[config.mk]
export PLATFORM = sky130hd
export DESIGN_NAME = frame_advance_motor_controller
export DESIGN_NICKNAME = d
export VERILOG_FILES = /design/src/sv/fam_pkg.sv /design/src/sv/fam_core.sv /design/src/sv/frame_advance_motor_controller.sv
export SDC_FILE = /design/constraint.sdc
export NUM_CORES = 1
export LEC_CHECK = 0
export BUFFER_PORTS_ARGS = -buffer_cell sky130_fd_sc_hd__buf_4
export CAP_MARGIN = 20
export CORE_MARGIN = 4
export CORE_UTILIZATION = 61
export CTS_BUF_LIST = sky130_fd_sc_hd__clkbuf_8
export CTS_CLUSTER_SIZE = 14
export DETAILED_ROUTE_END_ITERATION = 10
export PLACE_DENSITY = 0.83
export SYNTH_ARGS = -nofsm -noshare
export SYNTH_HDL_FRONTEND = slang
export SYNTH_SLANG_ARGS = --single-unit
[constraint.sdc]
create_clock -name aclk -period 4.1 [get_ports aclk]
set_clock_uncertainty 0.05 [all_clocks]
set_input_delay 0.41 -clock aclk [delete_from_list [all_inputs] [get_ports aclk]]
set_output_delay 0.41 -clock aclk [all_outputs]
set_load 0.02 [all_outputs]
[src/sv/fam_pkg.sv]
`default_nettype none

package fam_pkg;

    // Motion modes.
    localparam logic [2:0] MODE_STOP    = 3'd0;
    localparam logic [2:0] MODE_REVERSE = 3'd1;
    localparam logic [2:0] MODE_FORWARD = 3'd2;
    localparam logic [2:0] MODE_NEXT    = 3'd3;
    localparam logic [2:0] MODE_PREV    = 3'd4;

    // Configuration register indexes.
    localparam logic [1:0] CFG_IR_FULL_LEVEL      = 2'd0;
    localparam logic [1:0] CFG_SINGLE_STEP_FRAMES = 2'd1;
    localparam logic [1:0] CFG_MULTI_STEP_FRAMES  = 2'd2;

    // Configuration reset values.
    localparam logic [6:0] IR_FULL_RESET       = 7'd100;
    localparam logic [3:0] SINGLE_FRAMES_RESET = 4'd1;
    localparam logic [3:0] MULTI_FRAMES_RESET  = 4'd3;

    // Integrator start value and the history pattern that marks a frame.
    localparam logic [6:0] IR_START      = 7'd50;
    localparam logic [7:0] FRAME_PATTERN = 8'h0f;

    // Command characters.
    localparam logic [7:0] CHR_A_LO = 8'h61;
    localparam logic [7:0] CHR_A_UP = 8'h41;
    localparam logic [7:0] CHR_B_LO = 8'h62;
    localparam logic [7:0] CHR_B_UP = 8'h42;
    localparam logic [7:0] CHR_N_LO = 8'h6e;
    localparam logic [7:0] CHR_N_UP = 8'h4e;
    localparam logic [7:0] CHR_P_LO = 8'h70;
    localparam logic [7:0] CHR_P_UP = 8'h50;
    localparam logic [7:0] CHR_F_LO = 8'h66;
    localparam logic [7:0] CHR_F_UP = 8'h46;
    localparam logic [7:0] CHR_R_LO = 8'h72;
    localparam logic [7:0] CHR_R_UP = 8'h52;
    localparam logic [7:0] CHR_S_LO = 8'h73;
    localparam logic [7:0] CHR_S_UP = 8'h53;
    localparam logic [7:0] CHR_X_LO = 8'h78;
    localparam logic [7:0] CHR_X_UP = 8'h58;
    localparam logic [7:0] CHR_L_LO = 8'h6c;
    localparam logic [7:0] CHR_L_UP = 8'h4c;
    localparam logic [7:0] CHR_C_LO = 8'h63;
    localparam logic [7:0] CHR_C_UP = 8'h43;
    localparam logic [7:0] CHR_LF   = 8'h0a;
    localparam logic [7:0] CHR_CR   = 8'h0d;

    typedef struct packed {
        logic [6:0] ir_full_level;
        logic [3:0] single_step_frames;
        logic [3:0] multi_step_frames;
    } fam_cfg_t;

    typedef struct packed {
        logic       cmd_valid;
        logic [7:0] cmd_byte;
        logic       ir_level;
    } fam_in_t;

    typedef struct packed {
        logic       motor_forward;
        logic       motor_reverse;
        logic       lamp_on;
        logic       shutter_pulse;
        logic       echo_valid;
        logic [7:0] echo_byte;
        logic       command_error;
        logic       ir_indicator;
        logic       frame_mark;
    } fam_out_t;

endpackage

`default_nettype wire

[src/sv/fam_core.sv]
`default_nettype none

module fam_core (
    input  wire logic           aclk,
    input  wire logic           aresetn,
    input  wire logic           step_en,
    input  wire fam_pkg::fam_cfg_t cfg,
    input  wire fam_pkg::fam_in_t  item,
    output fam_pkg::fam_out_t   result
);
    import fam_pkg::*;

    logic [2:0] mode_reg, mode_next, mode_cmd;
    logic [3:0] frames_reg, frames_next, frames_cmd;
    logic [6:0] integ_reg, integ_next;
    logic [7:0] hist_reg, hist_next, hist_low;
    logic       lamp_reg, lamp_next;
    logic       shutter;
    logic       err;
    logic       mark;

    always_comb begin
        mode_cmd   = mode_reg;
        frames_cmd = frames_reg;
        lamp_next  = lamp_reg;
        shutter    = 1'b0;
        err        = 1'b0;

        if (item.cmd_valid) begin
            unique case (item.cmd_byte) inside
                CHR_A_LO, CHR_A_UP: begin
                    mode_cmd   = MODE_NEXT;
                    frames_cmd = cfg.single_step_frames;
                end
                CHR_B_LO, CHR_B_UP: begin
                    mode_cmd   = MODE_PREV;
                    frames_cmd = cfg.single_step_frames;
                end
                CHR_N_LO, CHR_N_UP: begin
                    mode_cmd   = MODE_NEXT;
                    frames_cmd = cfg.multi_step_frames;
                end
                CHR_P_LO, CHR_P_UP: begin
                    mode_cmd   = MODE_PREV;
                    frames_cmd = cfg.multi_step_frames;
                end
                CHR_F_LO, CHR_F_UP: mode_cmd = MODE_FORWARD;
                CHR_R_LO, CHR_R_UP: mode_cmd = MODE_REVERSE;
                CHR_S_LO, CHR_S_UP: mode_cmd = MODE_STOP;
                CHR_X_LO, CHR_X_UP: begin
                    mode_cmd  = MODE_STOP;
                    lamp_next = 1'b0;
                end
                CHR_L_LO:           lamp_next = 1'b1;
                CHR_L_UP:           lamp_next = 1'b0;
                CHR_C_LO, CHR_C_UP: shutter = 1'b1;
                CHR_LF, CHR_CR:     ;
                default:            err = 1'b1;
            endcase
        end

        // The integrator walks down while the beam is seen and up to the
        // full level otherwise; a value above the full level snaps to it.
        if (item.ir_level) begin
            integ_next = (integ_reg != 7'd0) ? integ_reg - 7'd1 : integ_reg;
        end else if (integ_reg < cfg.ir_full_level) begin
            integ_next = integ_reg + 7'd1;
        end else begin
            integ_next = cfg.ir_full_level;
        end

        // Both rails can shift in the same tick when the full level is zero.
        hist_low  = (integ_next == 7'd0) ? {hist_reg[6:0], 1'b0} : hist_reg;
        hist_next = (integ_next == cfg.ir_full_level) ? {hist_low[6:0], 1'b1}
                                                      : hist_low;
        mark = (hist_next == FRAME_PATTERN);

        mode_next   = mode_cmd;
        frames_next = frames_cmd;
        if (mark && (mode_cmd == MODE_NEXT || mode_cmd == MODE_PREV)) begin
            if (frames_cmd <= 4'd1) begin
                frames_next = 4'd0;
                mode_next   = MODE_STOP;
            end else begin
                frames_next = frames_cmd - 4'd1;
            end
        end

        result.motor_forward = (mode_next == MODE_FORWARD) || (mode_next == MODE_NEXT);
        result.motor_reverse = (mode_next == MODE_REVERSE) || (mode_next == MODE_PREV);
        result.lamp_on       = lamp_next;
        result.shutter_pulse = shutter;
        result.echo_valid    = item.cmd_valid;
        result.echo_byte     = item.cmd_valid ? item.cmd_byte : 8'd0;
        result.command_error = err;
        result.ir_indicator  = item.ir_level;
        result.frame_mark    = mark;
    end

    always_ff @(posedge aclk) begin
        if (!aresetn) begin
            mode_reg   <= MODE_STOP;
            frames_reg <= 4'd0;
            integ_reg  <= IR_START;
            hist_reg   <= 8'd0;
            lamp_reg   <= 1'b0;
        end else if (step_en) begin
            mode_reg   <= mode_next;
            frames_reg <= frames_next;
            integ_reg  <= integ_next;
            hist_reg   <= hist_next;
            lamp_reg   <= lamp_next;
        end
    end

endmodule

`default_nettype wire

[src/sv/frame_advance_motor_controller.sv]
// Output: each result is registered and reaches the master side from the result register.
// Throughput: one control tick per cycle while m_tready stays high; the state update is a
// single pass of compares, increments and shifts ahead of the result register.
// Stalls: while a result waits, the skid register takes one more transfer; s_tready then
// stays low until m_tready takes the waiting result and the skid entry moves up.
// Reset: synchronous, active low on aresetn; clears buffers, motion state and registers.
`default_nettype none

module frame_advance_motor_controller (
    input  wire logic        aclk,
    input  wire logic        aresetn,

    // Input ticks.
    input  wire logic        s_tvalid,
    output logic             s_tready,
    input  wire logic [15:0] s_tdata,   // [7:0] cmd_byte, [8] ir_level, rest zero
    input  wire logic [0:0]  s_tuser,   // [0] cmd_valid

    // Results.
    output logic             m_tvalid,
    input  wire logic        m_tready,
    output logic [15:0] m_tdata,  // [0] motor_forward, [1] motor_reverse, [2] lamp_on,
                                  // [3] shutter_pulse, [11:4] echo_byte,
                                  // [12] command_error, [13] ir_indicator,
                                  // [14] frame_mark, [15] zero
    output logic [0:0]  m_tuser,  // [0] echo_valid

    // Configuration writes.
    input  wire logic        cfg_valid,
    output logic             cfg_ready,
    input  wire logic [1:0]  cfg_index,
    input  wire logic [6:0]  cfg_data
);
    import fam_pkg::*;

    fam_cfg_t   cfg_reg, cfg_next;
    fam_in_t    item;
    fam_out_t   result;
    logic       accept;
    logic [15:0] res_data;
    logic [0:0]  res_user;

    logic        out_valid_reg, out_valid_next;
    logic [15:0] out_data_reg, out_data_next;
    logic [0:0]  out_user_reg, out_user_next;
    logic        skid_valid_reg, skid_valid_next;
    logic [15:0] skid_data_reg, skid_data_next;
    logic [0:0]  skid_user_reg, skid_user_next;

    // Register writes are always taken; an index beyond the list is dropped.
    assign cfg_ready = 1'b1;

    always_comb begin
        cfg_next = cfg_reg;
        if (cfg_valid) begin
            unique case (cfg_index)
                CFG_IR_FULL_LEVEL:      cfg_next.ir_full_level      = cfg_data;
                CFG_SINGLE_STEP_FRAMES: cfg_next.single_step_frames = cfg_data[3:0];
                CFG_MULTI_STEP_FRAMES:  cfg_next.multi_step_frames  = cfg_data[3:0];
                default:                ;
            endcase
        end
    end

    always_ff @(posedge aclk) begin
        if (!aresetn) begin
            cfg_reg.ir_full_level      <= IR_FULL_RESET;
            cfg_reg.single_step_frames <= SINGLE_FRAMES_RESET;
            cfg_reg.multi_step_frames  <= MULTI_FRAMES_RESET;
        end else begin
            cfg_reg <= cfg_next;
        end
    end

    // The input side stalls only while the skid register is occupied.
    assign s_tready = !skid_valid_reg;
    assign accept   = s_tvalid && s_tready;

    assign item.cmd_valid = s_tuser[0];
    assign item.cmd_byte  = s_tdata[7:0];
    assign item.ir_level  = s_tdata[8];

    // The controller state advances once for every input transfer.
    fam_core u_core (
        .aclk    (aclk),
        .aresetn (aresetn),
        .step_en (accept),
        .cfg     (cfg_reg),
        .item    (item),
        .result  (result)
    );

    assign res_data = {1'b0, result.frame_mark, result.ir_indicator, result.command_error,
                       result.echo_byte, result.shutter_pulse, result.lamp_on,
                       result.motor_reverse, result.motor_forward};
    assign res_user = result.echo_valid;

    // The result register drains first; the skid register catches a result
    // that arrives while the result register is stalled.
    always_comb begin
        out_valid_next  = out_valid_reg;
        out_data_next   = out_data_reg;
        out_user_next   = out_user_reg;
        skid_valid_next = skid_valid_reg;
        skid_data_next  = skid_data_reg;
        skid_user_next  = skid_user_reg;

        if (m_tready || !out_valid_reg) begin
            if (skid_valid_reg) begin
                out_valid_next  = 1'b1;
                out_data_next   = skid_data_reg;
                out_user_next   = skid_user_reg;
                skid_valid_next = 1'b0;
            end else if (accept) begin
                out_valid_next = 1'b1;
                out_data_next  = res_data;
                out_user_next  = res_user;
            end else begin
                out_valid_next = 1'b0;
            end
        end else if (accept) begin
            skid_valid_next = 1'b1;
            skid_data_next  = res_data;
            skid_user_next  = res_user;
        end
    end

    always_ff @(posedge aclk) begin
        if (!aresetn) begin
            out_valid_reg  <= 1'b0;
            skid_valid_reg <= 1'b0;
        end else begin
            out_valid_reg  <= out_valid_next;
            skid_valid_reg <= skid_valid_next;
        end
    end

    always_ff @(posedge aclk) begin
        out_data_reg  <= out_data_next;
        out_user_reg  <= out_user_next;
        skid_data_reg <= skid_data_next;
        skid_user_reg <= skid_user_next;
    end

    assign m_tvalid = out_valid_reg;
    assign m_tdata  = out_data_reg;
    assign m_tuser  = out_user_reg;

endmodule

`default_nettype wire

==> qor.log, run 1 <==
[worst_hold_path] critical hold path startpoint cfg_data[5]
[clock_tree] clock-pin transition on the worst setup and hold timing paths 80 ps
[logic_synthesis] net count after synthesis 535
[critical_path] slowest stage cell on the critical path sky130_fd_sc_hd__or4_1
[job] MaxCap Viol Count 0
[die] standard-cell row count 30
[global_route] met1 GRT Util 33.57%
[pwr] internal power consumption 1.196 mW
[logic_synthesis] number of library cell types mapped by synthesis 72
[sta] Max Fclk 0.2572 GHz
[die] DIE AREA 0.008547 mm2
[pwr] switching part of the total 29.92%
[die] count of pins on the block boundary 51
[global_route] met3 Track Usage GR 4.143%
[worst_hold_path] Hold/Removal Path Class input pin to flip-flop
[logic_synthesis] top cells by instance count after synthesis 50 x sky130_fd_sc_hd__nor2_1, 49 x sky130_fd_sc_hd__nand2_1, 40 x sky130_fd_sc_hd__dfxtp_1
[critical_path] CP endpoint kind flip-flop
[global_route] wire length of the first global-routing pass 17.74 mm
[logic_synthesis] number of warnings issued by yosys 0
[run_status] run status finished clean
[place] HPWL Detailed 8.003 mm
[finish] number of inserted filler cells in the final layout 550
[pwr] power per unit of standard cell area 346.5 mW/mm2
[sta] setup tns final 0 ps
[finish] final net count 569
[routing] vias post-DR 3994
[place] worst setup slack after placement 263.9 ps
[finish] signed area change from the synthesized netlist to the final layout 13.17%
[critical_path] Max Fanout on Critical Path 8
[logic_synthesis] top cell type's share of synthesized area 22.09%
[die] Floorplan Core Area 0.006869 mm2
[global_route] global-route layer with the greatest usage met2
[finish] antenna fix cells 0
[pwr] logic gate share of total power 19.3%
[logic_synthesis] total of flip-flops plus latches after synthesis 72
[finish] cell area after layout 0.004923 mm2
[routing] count of antenna-violating nets left after detailed routing 0
[die] overall die width 92.45 um
[clock_tree] Num Clock Sinks 72
[pwr] worst-case vdd ir drop 199.1 uV
[clock_tree] CTS Root Cell sky130_fd_sc_hd__clkbuf_8
[finish] share of layout cells above drive strength 1 17.86%
[routing] detailed-route vias per instance 6.360
[logic_synthesis] largest cells by area after synthesis sky130_fd_sc_hd__edfxtp_1 22%, sky130_fd_sc_hd__dfxtp_1 18%, sky130_fd_sc_hd__a21oi_1 4.4%, sky130_fd_sc_hd__nor2_1 4.3%, sky130_fd_sc_hd__nand2_1 4.2%
[critical_path] critical path's largest stage delay 580 ps
[global_route] via count of the first global-routing pass 3705
[critical_path] CP Cell Sequence inv_1, ha_1, a21oi_1, o21ai_2, a21o_1, a311oi_1, nand4_1, or4_1, or3b_1, a2111oi_2, o211ai_1, o2111a_1
[sta] final period utilization 94.83%
[place] instance area after placement 0.004716 mm2
[routing] DR pass1 iterations 6
[routing] final WL 11.01 mm
[place] routability-driven placement congestion ratio 0.9363
[critical_path] critical path data required time 4300 ps
[die] die extent in y 92.45 um
[logic_synthesis] cell with the most instances after synthesis sky130_fd_sc_hd__nor2_1
[clock_tree] TritonCTS clock tree done
[routing] remaining design rule violation count 0
[sta] Setup Viol. Count Final 0
[critical_path] Critical Setup Path Class flip-flop to flip-flop
[sta] crit path time final 3888 ps
[critical_path] beginning of the critical path cfg_reg[12]
[pwr] switching power of the nets 510.4 uW
[logic_synthesis] cell area after synthesis 0.004350 mm2
[global_route] antenna violations before repair 0
[place] number of input and output port buffers inserted 41
[pwr] static leakage 1.878 nW
[clock_tree] buffer levels on the longest clock path 2
[logic_synthesis] gate count of the mapped netlist 493
[pwr] clock share of power 32.9%
[logic_synthesis] sequential fraction of the synthesis area 40.49%
[global_route] met2 track utilization from global routing 42.84%
[sta] Worst Max-Slew Pin Slew 703.5 ps
[critical_path] critical path arrival 4080 ps
[logic_synthesis] Post-synth top flop sky130_fd_sc_hd__dfxtp_1
[critical_path] critical register-to-register path startpoint cfg_reg[12]
[critical_path] CP Launch Type flip-flop
[logic_synthesis] fraction of synthesis flops using an asynchronous set or reset pin 0%
[global_route] final global-route overflow total 0
[global_route] maximum number of pins on one net before global-route repair 23
[sta] Worst slew margin 53.10%
[sta] Final WS setup 211.9 ps
[global_route] GRT Util Overall 26.06%
[pwr] portion of total power attributed to sequential cells 47.9%
[routing] routed wire length per instance 17.54 um
[routing] DR iter-0 viols 393
[clock_tree] H-tree level count 3
[logic_synthesis] cell type with the highest aggregate area in the netlist sky130_fd_sc_hd__edfxtp_1
[finish] final core utilization 71.68%
[die] effective utilization at floorplan 63.33%
[logic_synthesis] Avg Inst Size Synth 8.824 um2
[sta] pins over their slew limit 0
[clock_tree] CTS Buf Count 9
[sta] hold violation total from the final report 0
[logic_synthesis] EDFF count, synth 32
[clock_tree] insertion delay to the later sink of the worst-skew pair 350 ps
[sta] final-layout worst hold slack 235.6 ps
[cell usage in the layout, fill, tap and decap left out, types with 11 or more instances in the layout]
cell	netlist	final
sky130_fd_sc_hd__mux2_2	12	12
sky130_fd_sc_hd__nand3_1	11	11
sky130_fd_sc_hd__o31ai_1	11	11
sky130_fd_sc_hd__mux2i_1	12	12
sky130_fd_sc_hd__buf_4	4	51
sky130_fd_sc_hd__dfxtp_1	40	40
sky130_fd_sc_hd__a21oi_1	38	38
sky130_fd_sc_hd__ha_1	11	11
sky130_fd_sc_hd__edfxtp_1	32	32
sky130_fd_sc_hd__inv_1	18	19
sky130_fd_sc_hd__nand2_1	49	49
sky130_fd_sc_hd__o21ai_0	30	30
sky130_fd_sc_hd__nor2_1	50	50
[metal layers]
| layer | routed length (um) | share of wire, % |
|---|---|---|
| met5 | 0 | 0 |
| met4 | 284 | 2.6 |
| met3 | 902 | 8.2 |
| met2 | 5219 | 47 |
| met1 | 4607 | 42 |
[kinds of logic (layout without fill, tap and decap cells)]
kind of cell	after synthesis	in the layout	synth area share (%)
flip-flops	72	72	40.49
multiplexers	24	24	5.867
AND/OR/NAND/NOR	181	181	20.82
other	2	2	0.1726
AO/OA/AOI/OAI	145	145	22.29
adder cells (fa/ha/maj)	11	11	3.164
XOR/XNOR	11	11	2.387
buffers and inverters	47	86	4.803
[cell type report]
class                           count  area (um2)  area share (%)
Multi-Input combinational cell    374        2392           48.59
Clock buffer                        9       123.9           2.516
Clock inverter                      7       71.32           1.449
Inverter                           19       71.32           1.449
Sequential cell                    72        1762           35.78
Tap cell                           96       120.1           2.440
Timing Repair Buffer               51       382.9           7.776
[path summary, 6_finish.rpt]
path / slack (ps) / depth (start not counted) / end
worst min-delay path: 240 / 3 / cfg_reg[13]
worst max register to register: 210 / 12 / u_core.frames_reg[2]
worst min register to register: 410 / 2 / u_core.mode_reg[2]
worst max-delay path: 210 / 12 / u_core.frames_reg[2]
[through the flow]
step / power, mW / instances
floorplan: 1.048 / 493
finish: 1.706 / 628
global placement: 1.140 / 612
CTS: 1.705 / 628
detailed placement: 1.150 / 612
global route: 1.777 / 628
[worst max-delay path, delay by kind of cell (launching register included)]
family                     cells  cell delay, ps
adders and majority gates      1             340
and+or+nand+nor                3            1110
DFF                            1             450
buffers and inverters          1             150
AOI/OAI and AO/OA              7            1700
[power by group through the flow]
stage	Combinational, mW	Sequential, mW	Clock (mW)
after global placement	0.310	0.830	0
after global routing	0.358	0.820	0.599
after detailed placement	0.318	0.832	0
after floorplan	0.216	0.833	0
after CTS	0.321	0.815	0.569
final	0.329	0.817	0.560
[timing repair]
action	in CTS	in global routing
gates resized for setup	0	3
hold buffers	0	0
setup endpoints to repair	0	2
buffers inserted	0	0
Power figures use the tool's default switching activity.
==> run 2, diff against run 1 <==
CORE_UTILIZATION = 31   (was 61)
PLACE_DENSITY = unset   (was 0.83)
==> run 2 against run 1 <==
Net effect: global-route usage decreased by 12 points; final area increased by 3.3%; sequential share of layout area decreased by 1.2 points; sequential power decreased by 1%; first-iteration DRC count decreased by 48%; die area increased by 87%; cell count increased by 14%; power increased by 4.5%; clock power increased by 13%; core utilization decreased by 35 points; maximum frequency increased by 2.3%; clock-buffer cell count unchanged; critical endpoint is now m_tdata[0]; largest power group unchanged; highest routed layer unchanged.
==> qor.log, run 2 (synthesis results as in run 1) <==
[run_status] run status finished clean
[critical_path] CP Launch Type flip-flop
[die] standard-cell row count 43
[finish] share of layout cells above drive strength 1 18.66%
[die] DIE AREA 0.01599 mm2
[critical_path] critical register-to-register path startpoint cfg_reg[14]
[critical_path] critical path's largest stage delay 420 ps
[global_route] antenna violations before repair 0
[clock_tree] buffer levels on the longest clock path 2
[worst_hold_path] critical hold path startpoint cfg_data[6]
[critical_path] R2R Setup Slk 300 ps
[sta] hold violation total from the final report 0
[sta] pins over their slew limit 0
[finish] antenna fix cells 0
[job] MaxCap Viol Count 0
[pwr] logic gate share of total power 19.3%
[sta] setup tns final 0 ps
[clock_tree] H-tree level count 3
[critical_path] Crit Reg-Reg Endpoint m_tdata[0]
[clock_tree] clock-pin transition on the worst setup and hold timing paths 80 ps
[place] routability-driven placement congestion ratio 0.9003
[place] HPWL Detailed 8.251 mm
[global_route] final global-route overflow total 0
[critical_path] beginning of the critical path cfg_reg[14]
[die] effective utilization at floorplan 31.46%
[routing] DR iter-0 viols 203
[pwr] Overall Power 1.783 mW
[clock_tree] Num Clock Sinks 72
[global_route] via count of the first global-routing pass 3792
[critical_path] critical path arrival 3840 ps
[pwr] worst-case vdd ir drop 136.9 uV
[clock_tree] TritonCTS clock tree done
[global_route] GRT Util Overall 14.37%
[sta] Max Fclk 0.2631 GHz
[sta] setup repair after global routing missed its margin no
[finish] commonest cells after routing, fill and taps aside 55 x sky130_fd_sc_hd__buf_4, 49 x sky130_fd_sc_hd__nor2_1, 49 x sky130_fd_sc_hd__nand2_1
[finish] final net count 573
[pwr] switching power of the nets 517.2 uW
[critical_path] slowest stage cell on the critical path sky130_fd_sc_hd__dfxtp_1
[critical_path] Critical Setup Path Class flip-flop to flip-flop
[worst_hold_path] count of cells along the worst hold path 3
[sta] Worst Max-Slew Pin Slew 848.2 ps
[global_route] maximum number of pins on one net before global-route repair 23
[clock_tree] insertion delay to the later sink of the worst-skew pair 360 ps
[sta] Setup Viol. Count Final 0
[routing] remaining design rule violation count 0
[place] number of input and output port buffers inserted 41
[clock_tree] CTS Root Cell sky130_fd_sc_hd__clkbuf_8
[sta] crit path time final 3801 ps
[worst_hold_path] Hold/Removal Path Class input pin to flip-flop
[routing] DR pass1 iterations 4
[die] Floorplan Core Area 0.01383 mm2
[sta] final period utilization 92.70%
[critical_path] CP Cell Sequence inv_1, ha_1, nand2_1, o21ai_1, buf_4, a211oi_1, o21ai_0, nor2_1, a2111oi_4, nand2_2, mux2i_1, buf_4, nor3_1, o31ai_1
[clock_tree] post-CTS repair timing setup buffer count 0
[routing] final WL 11.24 mm
[routing] vias post-DR 3877
[pwr] power per unit of standard cell area 350.5 mW/mm2
[critical_path] Max Fanout on Critical Path 10
[sta] Worst slew margin 43.39%
[critical_path] CP bufs+invs 3
[die] count of pins on the block boundary 51
[routing] routed wire length per instance 15.70 um
[clock_tree] CTS Buf Count 9
[finish] signed area change from the synthesized netlist to the final layout 16.94%
[die] die extent in y 126.5 um
[pwr] switching part of the total 29.00%
[worst_hold_path] Worst Hold Path EP cfg_reg[14]
[critical_path] dominant cell type by count on the critical path sky130_fd_sc_hd__buf_4
[pwr] internal power consumption 1.266 mW
[pwr] static leakage 1.917 nW
[pwr] clock share of power 35.4%
[finish] most frequent standard cell in the layout excluding fill and tap cells sky130_fd_sc_hd__buf_4
[routing] detailed-route vias per instance 5.415
[critical_path] reg2reg path depth 14
[pwr] portion of total power attributed to sequential cells 45.3%
[critical_path] critical path data required time 4140 ps
[die] overall die width 126.5 um
[critical_path] CP top delay family compound AO/OA/AOI/OAI gates
[global_route] wire length of the first global-routing pass 18.91 mm
[routing] count of antenna-violating nets left after detailed routing 0
[critical_path] CP endpoint kind flip-flop
-- run 2: cell type report --
cell class,instances,area [um2]
fill,1413,8740
multi-input combinational,374,2397
sequential,72,1762
timing repair buffer,55,412.9
tap,180,225.2
clock buffer,9,123.9
clock inverter,7,95.09
inverter,19,71.32
-- run 2: metal layers --
metal | share of wire (%) | wire [um] | up-vias | global-route usage [%]
met4 | 2.9 | 331 | 0 | 5.868
met5 | 0 | 0 | - | 0
li1 | - | - | 1893 | -
met2 | 48 | 5363 | 135 | 23.63
met1 | 42 | 4769 | 1817 | 18.21
met3 | 6.9 | 779 | 32 | 3.284
-- run 2: how the worst max path moves through the flow --
stage | to | cells after the start
finish | m_tdata[0] | 14
global route | m_tdata[0] | 14
CTS | u_core.frames_reg[2] | 12
detailed placement | u_core.frames_reg[2] | 12
global placement | u_core.frames_reg[2] | 12
floorplan | u_core.frames_reg[2] | 13
-- run 2: power by group through the flow --
stage | sequential [mW] | clock [mW] | combinational [mW]
floorplan | 0.833 | 0 | 0.216
global placement | 0.824 | 0 | 0.334
detailed placement | 0.825 | 0 | 0.340
CTS | 0.808 | 0.649 | 0.342
global route | 0.812 | 0.681 | 0.384
finish | 0.808 | 0.631 | 0.344
-- run 2: repair_timing --
action,4_1_cts,5_1_grt
endpoints found under the setup margin,0,3
hold buffers,0,0
gates resized for setup,0,4
-- run 2: tightest hold or removal path, stage by stage --
cell and delay [ps]:
sky130_fd_sc_hd__buf_4 80, sky130_fd_sc_hd__nand2_1 40, sky130_fd_sc_hd__o211ai_1 70
-- run 2: metrics by stage --
step	setup slack [ps]	area (um2)	utilization, %	cells	hold slack [ps]
finish	299.2	5087	36.79	716	221.8
global route	8.822	5087	36.79	716	216.8
global placement	316.8	4851	35.08	700	390.2
floorplan	667.6	4350	-	493	382.9
detailed placement	301.5	4851	35.08	700	396.7
CTS	267.5	5070	36.67	716	212.5
==> run 3, diff against run 2 <==
PLACE_DENSITY_LB_ADDON = 0.05   (was unset)
==> run 3 against run 2 <==
Net effect: sequential power up 0.7%; combinational power shrank 2%; power grew 2.4%; first-iteration DRC count grew 29%; critical path depth down 2; non-clock buffer count increased by 3; global-route usage up 1.2 points; setup slack worse by 39 ps; largest power group unchanged.
==> qor.log, run 3 (synthesis results as in run 1) <==
[finish] commonest cells after routing, fill and taps aside 58 x sky130_fd_sc_hd__buf_4, 50 x sky130_fd_sc_hd__nor2_1, 49 x sky130_fd_sc_hd__nand2_1
[global_route] antenna violations before repair 0
[sta] crit path time final 3840 ps
[pwr] static leakage 1.933 nW
[critical_path] Critical Setup Path Class flip-flop to flip-flop
[clock_tree] clock-pin transition on the worst setup and hold timing paths 80 ps
[place] HPWL Detailed 8.806 mm
[sta] Worst slew margin 45.85%
[clock_tree] buffer levels on the longest clock path 2
[pwr] Overall Power 1.826 mW
[routing] count of antenna-violating nets left after detailed routing 0
[finish] sequential cell area 0.001763 mm2
[finish] signed area change from the synthesized netlist to the final layout 17.54%
[sta] Max Fclk 0.2604 GHz
[sta] setup repair after global routing missed its margin no
[finish] final core utilization 36.98%
[finish] share of layout cells above drive strength 1 18.55%
[routing] DR pass1 iterations 4
[finish] final net count 576
[die] DIE AREA 0.01599 mm2
[global_route] wire length of the first global-routing pass 20.12 mm
[sta] Worst Max-Slew Pin Slew 811.4 ps
[run_status] run status finished clean
[clock_tree] CTS Buf Count 9
[routing] remaining design rule violation count 0
[die] overall die width 126.5 um
[die] Floorplan Core Area 0.01383 mm2
[clock_tree] CTS Root Cell sky130_fd_sc_hd__clkbuf_8
[global_route] maximum number of pins on one net before global-route repair 23
[critical_path] R2R Setup Slk 260 ps
[critical_path] CP Launch Type flip-flop
[routing] detailed-route vias per instance 5.305
[finish] antenna fix cells 0
[finish] non-filler cells in the finished layout 719
[finish] number of inserted filler cells in the final layout 1430
[sta] setup tns final 0 ps
[clock_tree] H-tree level count 3
[critical_path] critical path data required time 4290 ps
[place] Placed Cells incl. Taps 703
[job] MaxCap Viol Count 0
[sta] pins over their slew limit 0
[pwr] power per unit of standard cell area 357.1 mW/mm2
[sta] final-layout worst hold slack 246.0 ps
[clock_tree] number of buffers inserted by hold repair at cts 0
[sta] final period utilization 93.66%
[die] standard-cell row count 43
[critical_path] CP Cell Sequence inv_1, ha_1, a21oi_1, o21ai_1, a21o_1, a311oi_1, nand4_1, or4_1, or3b_1, a2111oi_2, o211ai_1, o2111a_1
[sta] Setup Viol. Count Final 0
[routing] routed wire length per instance 16.87 um
[die] die extent in y 126.5 um
[global_route] final global-route overflow total 0
[place] number of input and output port buffers inserted 41
[finish] most frequent standard cell in the layout excluding fill and tap cells sky130_fd_sc_hd__buf_4
[critical_path] CP endpoint kind flip-flop
[place] routability-driven placement congestion ratio 0.9140
[worst_hold_path] Hold/Removal Path Class input pin to flip-flop
[clock_tree] TritonCTS clock tree done
[die] effective utilization at floorplan 31.46%
[sta] hold violation total from the final report 0
[pwr] worst-case vdd ir drop 185.6 uV
[clock_tree] Num Clock Sinks 72
[critical_path] critical path's largest stage delay 560 ps
[clock_tree] insertion delay to the later sink of the worst-skew pair 350 ps
[global_route] via count of the first global-routing pass 3728
[critical_path] Max Fanout on Critical Path 8
[routing] final WL 12.13 mm
[finish] total area of multi-input combinational cells 0.002384 mm2
[critical_path] critical path arrival 4030 ps
[die] count of pins on the block boundary 51
[routing] vias post-DR 3814
[critical_path] slowest stage cell on the critical path sky130_fd_sc_hd__or4_1
[routing] DR iter-0 viols 262
[global_route] GRT Util Overall 15.55%
run 3: cell count changes in the layout (fill, tap and decap cells not counted), sizes merged:
cell / change
buf: +3
clkinv: -2
bufinv: +1
inv: +1
run 3: through the flow:
stage | area (um2) | setup slack (ps)
4_1_cts | 5109 | 272.0
6_report | 5114 | 259.8
2_1_floorplan | 4350 | 667.6
3_3_place_gp | 4873 | 280.8
5_1_grt | 5114 | 52.88
3_5_place_dp | 4873 | 276.9
run 3: cell type report:
class / count / area share, %
Inverter: 19 / 1.395
Sequential cell: 72 / 34.48
Tap cell: 180 / 4.404
Clock inverter: 7 / 2.178
Clock buffer: 9 / 2.422
Timing Repair Buffer: 58 / 8.515
Multi-Input combinational cell: 374 / 46.61
run 3: power by group:
| part | internal, mW | switching, mW |
|---|---|---|
| registers | 0.785 | 0.0296 |
| clock network | 0.401 | 0.274 |
| logic | 0.135 | 0.201 |
| total | 1.32 | 0.505 |
run 3: layer usage:
metal / GRT usage [%] / routed length, um
met3: 3.158 / 510
met1: 22.55 / 6008
met2: 23.82 / 5495
met5: 0 / 0
met4: 3.659 / 119
run 3: timing repair:
action / in CTS / in global routing
gates resized for setup: 0 / 2
endpoints found under the setup margin: 0 / 4
setup buffers: 0 / 0
run 3: worst paths after layout:
| path | from | end | cells after the start |
|---|---|---|---|
| setup / recovery | cfg_reg[12] | u_core.frames_reg[2] | 12 |
| hold / removal | cfg_data[4] | cfg_reg[12] | 3 |
| setup reg to reg | cfg_reg[12] | u_core.frames_reg[2] | 12 |
| hold reg to reg | u_core.mode_reg[0] | u_core.mode_reg[0] | 2 |
run 3: worst max-delay path: cells and delay by family (launching register included):
kind / cells / cell delay, ps
simple gates: 3 / 1090
buf+inv: 1 / 130
flops: 1 / 450
fa+ha+maj: 1 / 320
compound gates: 7 / 1690
